**src/rtl/gregorian_date_register_defines.svh**
```systemverilog
// Assertion macros for the Gregorian date register.
// Depends on nothing; included by the top level only.
`ifndef GREGORIAN_DATE_REGISTER_DEFINES_SVH
`define GREGORIAN_DATE_REGISTER_DEFINES_SVH

// Same-cycle implication, checked outside reset.
`define GDR_ASSERT_NOW(lbl, ante, cons) \
    lbl: assert property (@(posedge i_clk) disable iff (!i_rst_n) (ante) |-> (cons)) \
        else $error("gdr: same-cycle check failed");

// Next-cycle implication, checked outside reset.
`define GDR_ASSERT_NEXT(lbl, ante, cons) \
    lbl: assert property (@(posedge i_clk) disable iff (!i_rst_n) (ante) |=> (cons)) \
        else $error("gdr: next-cycle check failed");

`endif

```
**src/rtl/gdr_pkg.sv**
```systemverilog
// Package for the Gregorian date register: constants, tables, state type.
// No dependencies.
package gdr_pkg;

    localparam logic [1:0] MODE_LOAD    = 2'd0;
    localparam logic [1:0] MODE_SHIFT   = 2'd1;
    localparam logic [1:0] MODE_MEASURE = 2'd2;

    localparam logic [1:0] PASS_CUR   = 2'd0;
    localparam logic [1:0] PASS_GIVEN = 2'd1;
    localparam logic [1:0] PASS_FINAL = 2'd2;

    localparam logic [3:0]  DEF_MONTH = 4'd5;
    localparam logic [4:0]  DEF_DAY   = 5'd11;
    localparam logic [13:0] DEF_YEAR  = 14'd1959;
    localparam logic [13:0] YEAR_MAX  = 14'd9999;

    // JDN of 0000-12-31 (day before 0001-01-01), and the legal JDN window
    localparam logic [22:0] JDN_BASE = 23'd1721425;
    localparam logic [22:0] JDN_MIN  = 23'd1721426;
    localparam logic [22:0] JDN_MAX  = 23'd5373484;

    // x/100 = (x*5243)>>19, exact for x < 16384
    localparam logic [12:0] Q100_MUL = 13'd5243;
    localparam int          Q100_SH  = 19;
    // years elapsed estimate = (n*2939750)>>30, n days since 0001-01-01
    localparam logic [21:0] YR_MUL = 22'd2939750;
    localparam int          YR_SH  = 30;
    // x/7 estimate (may be one low) = (x*9586980)>>26
    localparam logic [23:0] W7_MUL = 24'd9586980;
    localparam int          W7_SH  = 26;

    typedef enum logic [18:0] {
        S_IDLE  = 19'b0000000000000000001,
        S_GQ    = 19'b0000000000000000010,
        S_GCHK  = 19'b0000000000000000100,
        S_CINIT = 19'b0000000000000001000,
        S_CQ    = 19'b0000000000000010000,
        S_CLEAP = 19'b0000000000000100000,
        S_CQ2   = 19'b0000000000001000000,
        S_CDB   = 19'b0000000000010000000,
        S_DIST  = 19'b0000000000100000000,
        S_SHIFT = 19'b0000000001000000000,
        S_FEST  = 19'b0000000010000000000,
        S_FX    = 19'b0000000100000000000,
        S_FQ    = 19'b0000001000000000000,
        S_FCMP  = 19'b0000010000000000000,
        S_FQHI  = 19'b0000100000000000000,
        S_FCHI  = 19'b0001000000000000000,
        S_FMON  = 19'b0010000000000000000,
        S_WMUL  = 19'b0100000000000000000,
        S_WSUB  = 19'b1000000000000000000
    } t_state;

    // days before the first of month m in a common year
    function automatic logic [8:0] cum_days(input logic [3:0] m);
        logic [8:0] r;
        case (m)
            4'd1:    r = 9'd0;
            4'd2:    r = 9'd31;
            4'd3:    r = 9'd59;
            4'd4:    r = 9'd90;
            4'd5:    r = 9'd120;
            4'd6:    r = 9'd151;
            4'd7:    r = 9'd181;
            4'd8:    r = 9'd212;
            4'd9:    r = 9'd243;
            4'd10:   r = 9'd273;
            4'd11:   r = 9'd304;
            4'd12:   r = 9'd334;
            default: r = 9'd0;
        endcase
        return r;
    endfunction

    function automatic logic [4:0] month_len(input logic [3:0] m, input logic lp);
        logic [4:0] r;
        case (m)
            4'd2:    r = lp ? 5'd29 : 5'd28;
            4'd4,
            4'd6,
            4'd9,
            4'd11:   r = 5'd30;
            default: r = 5'd31;
        endcase
        return r;
    endfunction

endpackage

```
**src/rtl/gregorian_date_register.sv**
```systemverilog
// Gregorian date register, top level; sequencer around one shared year unit.
// Depends on gdr_pkg and gregorian_date_register_defines.svh.
//
// Usage:
//  - Slave channel s_axis: one command item per handshake. tuser carries the
//    mode (load, shift, measure); tdata carries the given date and offset.
//  - Master channel m_axis: one result item per command, carrying the date
//    now held, its day number, weekday, day of year, leap flag, distance and
//    the validity and range flags.
//  - Each item runs through a small sequencer that reuses one year unit
//    (a multiply-by-reciprocal for /100 and the days-before-year sum).
//    Load and the unused mode run one day-number pass for the date held;
//    measure adds a pass for the given date; a shift in range adds a year
//    estimate with its correction steps (usually none or one) and a month
//    walk over up to 11 months, then a pass for the new date.
//  - s_axis_tready is high only when the sequencer is idle; one item at a
//    time. The result sits in an output register, so the next item is taken
//    while the result still waits; the sequencer stalls in its last step only
//    if a second result is ready before the first was taken.
//  - Reset (i_rst_n low, synchronous) sets the date to 1959-05-11, drops
//    m_axis_tvalid and returns the sequencer to idle.
//  - If the receiver stalls, m_axis_tvalid and m_axis_tdata hold.
module gregorian_date_register (
    input  logic        i_clk,
    input  logic        i_rst_n,
    input  logic        s_axis_tvalid,
    output logic        s_axis_tready,
    // tdata, low bit up: given_month[3:0], given_day[8:4], given_year[22:9],
    // offset[45:23], zero pad[47:46]
    input  logic [47:0] s_axis_tdata,
    // tuser: mode[1:0]
    input  logic [1:0]  s_axis_tuser,
    output logic        m_axis_tvalid,
    input  logic        m_axis_tready,
    // tdata, low bit up: now_month[3:0], now_day[8:4], now_year[22:9],
    // day_number[45:23], weekday[48:46], year_day[57:49], leap[58],
    // distance[80:59], given_valid[81], out_of_range[82], zero pad[87:83]
    output logic [87:0] m_axis_tdata
);
    import gdr_pkg::*;

    t_state r_state;

    // current date (architectural state)
    logic [3:0]  r_cur_m;
    logic [4:0]  r_cur_d;
    logic [13:0] r_cur_y;

    // latched command
    logic [1:0]  r_mode;
    logic [3:0]  r_gm;
    logic [4:0]  r_gd;
    logic [13:0] r_gy;
    logic [22:0] r_off;
    logic [1:0]  r_pass;

    // shared year unit
    logic [13:0] r_x;
    logic [7:0]  r_q;
    logic [26:0] q_prod;
    logic [22:0] db_c;
    logic        leap_c;

    // working registers
    logic        r_lp;
    logic [22:0] r_jc;
    logic [22:0] r_jg;
    logic [8:0]  r_yday;
    logic        r_leap;
    logic [21:0] r_dist;
    logic        r_valid;
    logic        r_oor;
    logic [21:0] r_n;
    logic [46:0] r_prod;
    logic [22:0] r_lo;
    logic [8:0]  r_doy;
    logic [13:0] r_fy;
    logic        r_fleap;
    logic [3:0]  r_m;

    // output register
    logic        r_ovalid;
    logic [87:0] r_odata;

    // operand select for the date-to-day-number pass
    logic [3:0]  op_m;
    logic [4:0]  op_d;
    logic [13:0] op_y;
    logic [8:0]  op_before;
    logic [22:0] jv;
    logic        g_ok;
    logic [3:0]  next_m;
    logic [8:0]  cl_cur;
    logic [8:0]  cl_next;
    logic signed [24:0] nj;
    logic [20:0] q7;
    logic [22:0] rem7;
    logic [2:0]  wd;
    logic        out_free;

    assign s_axis_tready = (r_state == S_IDLE);
    assign m_axis_tvalid = r_ovalid;
    assign m_axis_tdata  = r_odata;
    assign out_free      = !r_ovalid || m_axis_tready;

    // year unit: x/100, days in years 1..x, leap flag of year x
    assign q_prod = {13'd0, r_x} * {14'd0, Q100_MUL};
    assign db_c   = 23'({9'd0, r_x} * 23'd365) + 23'({9'd0, r_x} >> 2)
                  - {15'd0, r_q} + 23'({15'd0, r_q} >> 2);
    assign leap_c = (r_x[1:0] == 2'd0)
                  && ((r_x != 14'(r_q * 14'd100)) || (r_q[1:0] == 2'd0));

    assign g_ok = (r_gy >= 14'd1) && (r_gy <= YEAR_MAX)
               && (r_gm >= 4'd1) && (r_gm <= 4'd12)
               && (r_gd >= 5'd1) && (r_gd <= month_len(r_gm, leap_c));

    assign op_m = (r_pass == PASS_GIVEN) ? r_gm : r_cur_m;
    assign op_d = (r_pass == PASS_GIVEN) ? r_gd : r_cur_d;
    assign op_y = (r_pass == PASS_GIVEN) ? r_gy : r_cur_y;
    assign op_before = cum_days(op_m) + {8'd0, (op_m > 4'd2) && r_lp};
    assign jv = db_c + {14'd0, op_before} + {18'd0, op_d} + JDN_BASE;

    assign nj = $signed({2'b00, r_jc}) + $signed({{2{r_off[22]}}, r_off});

    // month walk for day-number-to-date
    assign next_m  = r_m + 4'd1;
    assign cl_cur  = cum_days(r_m) + {8'd0, (r_m > 4'd2) && r_fleap};
    assign cl_next = cum_days(next_m) + {8'd0, (next_m > 4'd2) && r_fleap};

    // weekday from the reciprocal estimate, one correction
    assign q7   = r_prod[W7_SH +: 21];
    assign rem7 = r_jc - 23'(q7 * 23'd7);
    assign wd   = (rem7 >= 23'd7) ? 3'(rem7 - 23'd7) : rem7[2:0];

    always_ff @(posedge i_clk) begin
        if (!i_rst_n) begin
            r_state  <= S_IDLE;
            r_cur_m  <= DEF_MONTH;
            r_cur_d  <= DEF_DAY;
            r_cur_y  <= DEF_YEAR;
            r_pass   <= PASS_CUR;
            r_ovalid <= 1'b0;
        end else begin
            // a new result takes the output register, else a taken one leaves
            if (r_state == S_WSUB && out_free) begin
                r_ovalid <= 1'b1;
            end else if (m_axis_tready) begin
                r_ovalid <= 1'b0;
            end
            case (r_state)
                S_IDLE: begin
                    if (s_axis_tvalid) begin
                        r_mode  <= s_axis_tuser;
                        r_gm    <= s_axis_tdata[3:0];
                        r_gd    <= s_axis_tdata[8:4];
                        r_gy    <= s_axis_tdata[22:9];
                        r_off   <= s_axis_tdata[45:23];
                        r_x     <= s_axis_tdata[22:9];
                        r_pass  <= PASS_CUR;
                        r_dist  <= '0;
                        r_valid <= 1'b0;
                        r_oor   <= 1'b0;
                        r_state <= S_GQ;
                    end
                end
                S_GQ: begin
                    r_q     <= q_prod[Q100_SH +: 8];
                    r_state <= S_GCHK;
                end
                S_GCHK: begin
                    // invalid given date falls back to the default date
                    if (!g_ok) begin
                        r_gm <= DEF_MONTH;
                        r_gd <= DEF_DAY;
                        r_gy <= DEF_YEAR;
                    end
                    if (r_mode == MODE_LOAD || r_mode == MODE_MEASURE) begin
                        r_valid <= g_ok;
                    end
                    if (r_mode == MODE_LOAD) begin
                        r_cur_m <= g_ok ? r_gm : DEF_MONTH;
                        r_cur_d <= g_ok ? r_gd : DEF_DAY;
                        r_cur_y <= g_ok ? r_gy : DEF_YEAR;
                    end
                    r_state <= S_CINIT;
                end
                S_CINIT: begin
                    r_x     <= op_y;
                    r_state <= S_CQ;
                end
                S_CQ: begin
                    r_q     <= q_prod[Q100_SH +: 8];
                    r_state <= S_CLEAP;
                end
                S_CLEAP: begin
                    r_lp    <= leap_c;
                    r_x     <= r_x - 14'd1;
                    r_state <= S_CQ2;
                end
                S_CQ2: begin
                    r_q     <= q_prod[Q100_SH +: 8];
                    r_state <= S_CDB;
                end
                S_CDB: begin
                    if (r_pass == PASS_GIVEN) begin
                        r_jg    <= jv;
                        r_state <= S_DIST;
                    end else begin
                        r_jc   <= jv;
                        r_yday <= op_before + {4'd0, op_d};
                        r_leap <= r_lp;
                        if (r_pass == PASS_CUR && r_mode == MODE_SHIFT) begin
                            r_state <= S_SHIFT;
                        end else if (r_pass == PASS_CUR && r_mode == MODE_MEASURE) begin
                            r_pass  <= PASS_GIVEN;
                            r_state <= S_CINIT;
                        end else begin
                            r_state <= S_WMUL;
                        end
                    end
                end
                S_DIST: begin
                    r_dist  <= (r_jc > r_jg) ? 22'(r_jc - r_jg) : 22'(r_jg - r_jc);
                    r_state <= S_WMUL;
                end
                S_SHIFT: begin
                    if (nj < $signed({2'b00, JDN_MIN}) || nj > $signed({2'b00, JDN_MAX})) begin
                        r_oor   <= 1'b1;
                        r_state <= S_WMUL;
                    end else begin
                        r_n     <= 22'(nj - $signed({2'b00, JDN_MIN}));
                        r_state <= S_FEST;
                    end
                end
                S_FEST: begin
                    r_prod  <= 47'({22'd0, r_n} * {22'd0, YR_MUL});
                    r_state <= S_FX;
                end
                S_FX: begin
                    r_x     <= r_prod[YR_SH +: 14];
                    r_state <= S_FQ;
                end
                S_FQ: begin
                    r_q     <= q_prod[Q100_SH +: 8];
                    r_state <= S_FCMP;
                end
                S_FCMP: begin
                    // estimate too high: step down
                    if (db_c > {1'b0, r_n}) begin
                        r_x     <= r_x - 14'd1;
                        r_state <= S_FQ;
                    end else begin
                        r_lo    <= db_c;
                        r_x     <= r_x + 14'd1;
                        r_state <= S_FQHI;
                    end
                end
                S_FQHI: begin
                    r_q     <= q_prod[Q100_SH +: 8];
                    r_state <= S_FCHI;
                end
                S_FCHI: begin
                    // r_x years elapsed bound; r_x itself is the year
                    if (db_c <= {1'b0, r_n}) begin
                        r_lo    <= db_c;
                        r_x     <= r_x + 14'd1;
                        r_state <= S_FQHI;
                    end else begin
                        r_doy   <= 9'({1'b0, r_n} - r_lo);
                        r_fy    <= r_x;
                        r_fleap <= leap_c;
                        r_m     <= 4'd1;
                        r_state <= S_FMON;
                    end
                end
                S_FMON: begin
                    if (r_m < 4'd12 && r_doy >= cl_next) begin
                        r_m <= next_m;
                    end else begin
                        r_cur_m <= r_m;
                        r_cur_d <= 5'(r_doy - cl_cur + 9'd1);
                        r_cur_y <= r_fy;
                        r_pass  <= PASS_FINAL;
                        r_state <= S_CINIT;
                    end
                end
                S_WMUL: begin
                    r_prod  <= 47'({24'd0, r_jc} * {23'd0, W7_MUL});
                    r_state <= S_WSUB;
                end
                S_WSUB: begin
                    if (out_free) begin
                        r_odata  <= {5'd0, r_oor, r_valid, r_dist, r_leap, r_yday, wd,
                                     r_jc, r_cur_y, r_cur_d, r_cur_m};
                        r_state  <= S_IDLE;
                    end
                end
                default: begin
                    r_state <= S_IDLE;
                end
            endcase
        end
    end

`include "gregorian_date_register_defines.svh"

    `GDR_ASSERT_NEXT(a_accept_starts, s_axis_tvalid && s_axis_tready, r_state == S_GQ)
    `GDR_ASSERT_NOW(a_cur_month_ok, 1'b1, r_cur_m >= 4'd1 && r_cur_m <= 4'd12)
    `GDR_ASSERT_NOW(a_flags_exclusive, m_axis_tvalid,
                    !(m_axis_tdata[82] && (m_axis_tdata[81] || m_axis_tdata[80:59] != 22'd0)))
    `GDR_ASSERT_NEXT(a_load_result, r_state == S_WSUB && out_free, m_axis_tvalid)

endmodule

```
**config.mk**
```make
export PLATFORM = sky130hd
export DESIGN_NAME = gregorian_date_register
export DESIGN_NICKNAME = d
export VERILOG_FILES = /design/src/rtl/gdr_pkg.sv /design/src/rtl/gregorian_date_register.sv
export VERILOG_INCLUDE_DIRS = /design/src /design/src/rtl
export SDC_FILE = /design/constraint.sdc
export NUM_CORES = 2
export LEC_CHECK = 0
export ABC_AREA = 1
export BUFFER_PORTS_ARGS = -buffer_cell sky130_fd_sc_hd__buf_2
export CORE_MARGIN = 2
export CORE_UTILIZATION = 36
export DETAILED_ROUTE_END_ITERATION = 7
export GPL_TIMING_DRIVEN = 1
export HOLD_SLACK_MARGIN = 0.05
export SYNTH_ARGS = -nofsm -noshare
export SYNTH_HDL_FRONTEND = slang
export SYNTH_SLANG_ARGS = --single-unit
```
**constraint.sdc**
```tcl
create_clock -name i_clk -period 18.3 [get_ports i_clk]
set_input_delay 0.915 -clock i_clk [delete_from_list [all_inputs] [get_ports i_clk]]
set_output_delay 0.915 -clock i_clk [all_outputs]
set_load 0.02 [all_outputs]
```
==> impl_metrics.tcl <==
set metrics [dict create \
    critPathLaunchType "flip-flop" \
    grt_usage 0.210 \
    start_util 0.362 \
    final-max-slew-violation-count 0 \
    clkTransAtPathRegs_ns 0.07 \
    die_y_um 369 \
    worst_path_largest_cell_delay_ns 0.81 \
    num_antenna_cells 0 \
    finalCritPeriodShare 0.445 \
    crit_slowest_cell "sky130_fd_sc_hd__edfxtp_1" \
    synth_ff_type "sky130_fd_sc_hd__edfxtp_1" \
    ant_nets 0 \
    clockBufferDepth 3 \
    cts_hold_buf 0 \
    critical-path-top-delay-family "adder cells" \
    finalWorstPathRequiredPeriod_ns 8.15 \
    io_pins 144 \
    count_of_flip_flops_with_a_built_in_enable_after_synthesis 314 \
    numCtsBuffers 43 \
    root_buffer "sky130_fd_sc_hd__clkbuf_16" \
    drt_pass1_iterations 7 \
    number_of_antenna_violations_at_the_first_check_in_global_routing 2 \
    rsz_0062_raised_after_global_routing "false" \
    ys_warn_count 0 \
    grt_start_max_net_pins 56 \
    syn_area_sq_um 48100 \
    clock_tree_from_tritoncts "done" \
    mostFrequentLayoutCell "sky130_fd_sc_hd__inv_1" \
    dp_hpwl_mm 120 \
    cts-htree-levels 2 \
    worst_setup_path_startpoint "r_x[1]" \
    worst_slew_pin_slew_ns 1.16 \
    ys_async_sr_fraction 0 \
    synthesis.area_per_instance_sq_um 8.58 \
    cp.buffers_inverters 7 \
    final.fill_count 13400 \
    net_count_final 7123 \
    timing.final.setup_violations 0 \
    timing.critical_path.to_type "flip-flop" \
    final_tns_setup_ns 0 \
    synth_seq_cells 364 \
    routed_via_density 4.98 \
    fin_skew_ns 0.0527 \
    dr_total_vias 37900 \
    max_clock_freq_mhz 123 \
    clk-insertion-delay-late_ns 0.62 \
    worstSetupPathDepth 35 \
    cts_repair_resize_count 0 \
    cts_post_setup_buffers_inserted 0 \
    design.core.area_sq_um 133000 \
    grt_overflow 0 \
    worst_ep_arrival_time_ns 8.65 \
    yosysSeqAreaShare 0.217 \
    critPathMaxFanout 10 \
    post-place-cells 7517 \
    avgRoutedWirePerCell_um 18.7 \
    num_rows 134 \
    hold-worst-slack_ns 0.406 \
    hold_path_class "reg -> reg" \
    worst_path_most_repeated_cell "sky130_fd_sc_hd__nand2_1" \
    final_area_sq_um 52600 \
    reg_to_reg_critical_path_startpoint "r_x[1]" \
    number_of_instances_in_the_synthesized_netlist 5603 \
    layoutNonFillerInstCount 7596 \
    cts.sink_count 364 \
    drc 0 \
    drt_iter0_markers 2292 \
    critPathRequiredTime_ns 18.80 \
    first_pass_grt_wire_length_mm 221 \
    timing_hold_violations_final 0 \
    worst-r2r-setup-slack_ns 10.15 \
    gp_congestion 0.966 \
    netlist_cell_types 71 \
    die_width_um 369 \
    final_cell_mix "sky130_fd_sc_hd__inv_1 (1259), sky130_fd_sc_hd__nand2_1 (967), sky130_fd_sc_hd__ha_1 (784), sky130_fd_sc_hd__fa_1 (491), sky130_fd_sc_hd__nor2_1 (404)" \
    place_area_sq_um 51200 \
    port_buffers 136 \
    grt_pass1_vias 38100 \
    cap_viol_max_count 0 \
    run_status "finished clean" \
    worstRegToRegCells 35 \
    floorplan.die_area_sq_um 136000 \
    post_route_cells_drive_above_1_share 0.0542 \
    area_growth_pct 9.49 \
    criticalPathCategory "reg -> reg" \
    detail_route.wirelength_mm 142 \
    slew-limit-headroom 0.225 \
]
[routing by layer]
layer / GRT usage / share of wire / vias to the layer above
li1: - / - / 18400
met1: 0.282 / 0.45 / 18300
met2: 0.352 / 0.47 / 993
met3: 0.0221 / 0.049 / 205
met4: 0.0713 / 0.037 / 2
met5: 0 / 0.000091 / -
[flip-flops by register name (all words and copies together) (netlist names), 19 cells and up, named ones only]
name and flops:
r_jc 23, r_jg 23, r_prod 21, r_off 23
r_n 22, m_axis_tdata 83, r_state 19, r_dist 22
[how the worst min path moves through the flow]
stage | from | endpoint | slack, ns | depth (start not counted)
3_3_place_gp | r_dist[2] | m_axis_tdata[61] | 0.40 | 0
3_5_place_dp | r_dist[19] | m_axis_tdata[78] | 0.40 | 0
2_1_floorplan | r_yday[0] | m_axis_tdata[49] | 0.40 | 0
5_1_grt | r_dist[3] | m_axis_tdata[62] | 0.42 | 0
4_1_cts | r_dist[3] | m_axis_tdata[62] | 0.41 | 0
6_report | r_dist[3] | m_axis_tdata[62] | 0.41 | 0
[area by class of cell]
class / instances / area, sq um / share of cell area
Timing Repair Buffer: 181 / 1020 / 0.0193
Clock buffer: 46 / 1090 / 0.0207
Tap cell: 1768 / 2210 / 0.0420
Multi-Input combinational cell: 3934 / 32800 / 0.622
Clock inverter: 33 / 358 / 0.00680
Sequential cell: 364 / 10400 / 0.198
Inverter: 1270 / 4770 / 0.0906
[cell families (layout without fill, tap and decap cells)]
group                    count (synthesis)  after routing  synth area share
XOR/XNOR                               170            170            0.0313
AO/OA/AOI/OAI                          738            738            0.0883
other                                    1              5         0.0000780
flip-flops                             364            364             0.217
buffers and inverters                 1309           1530             0.103
adder cells (fa/ha/maj)               1275           1275             0.408
multiplexers                             2              2          0.000416
AND/OR/NAND/NOR                       1744           1744             0.152
[synthesized netlist by cell type, types with 14 or more instances]
cell | n | area [sq um]
sky130_fd_sc_hd__xor2_1 | 122 | 1070
sky130_fd_sc_hd__nand4_1 | 58 | 363
sky130_fd_sc_hd__fa_1 | 491 | 9830
sky130_fd_sc_hd__nor2_1 | 405 | 1520
sky130_fd_sc_hd__nor4_1 | 24 | 150
sky130_fd_sc_hd__nand2_1 | 967 | 3630
sky130_fd_sc_hd__o211ai_1 | 15 | 113
sky130_fd_sc_hd__a31oi_1 | 29 | 181
sky130_fd_sc_hd__inv_1 | 1259 | 4730
sky130_fd_sc_hd__o21ai_0 | 233 | 1170
sky130_fd_sc_hd__nand3_1 | 171 | 856
sky130_fd_sc_hd__edfxtp_1 | 314 | 9430
sky130_fd_sc_hd__a21oi_1 | 291 | 1460
sky130_fd_sc_hd__o22ai_1 | 16 | 100
sky130_fd_sc_hd__nand3b_1 | 14 | 105
sky130_fd_sc_hd__a21o_1 | 23 | 173
sky130_fd_sc_hd__nor3_1 | 46 | 230
sky130_fd_sc_hd__clkbuf_1 | 24 | 90.1
sky130_fd_sc_hd__o21bai_1 | 24 | 180
sky130_fd_sc_hd__dfxtp_1 | 50 | 1000
sky130_fd_sc_hd__o21a_1 | 25 | 188
sky130_fd_sc_hd__xnor2_1 | 46 | 403
sky130_fd_sc_hd__ha_1 | 784 | 9810
[per-stage QoR]
stage	setup WS, ns	util
floorplan	10.30	-
global placement	10.28	0.385
detailed placement	10.22	0.385
CTS	10.18	0.396
global route	9.60	0.396
finish	10.15	0.396
[worst register-to-register path, delay by kind of cell (launching register included)]
kind	cells	cell delay, ns
AO/OA/AOI/OAI	5	1.24
XOR/XNOR	1	0.26
adder cells (fa/ha/maj)	8	3.46
buffers and inverters	7	0.76
flip-flops	1	0.81
AND/OR/NAND/NOR	14	1.53
Power is left out: the tool's default activity adds up to more than one toggle a clock period on the data nets, which glitch-free logic cannot reach.
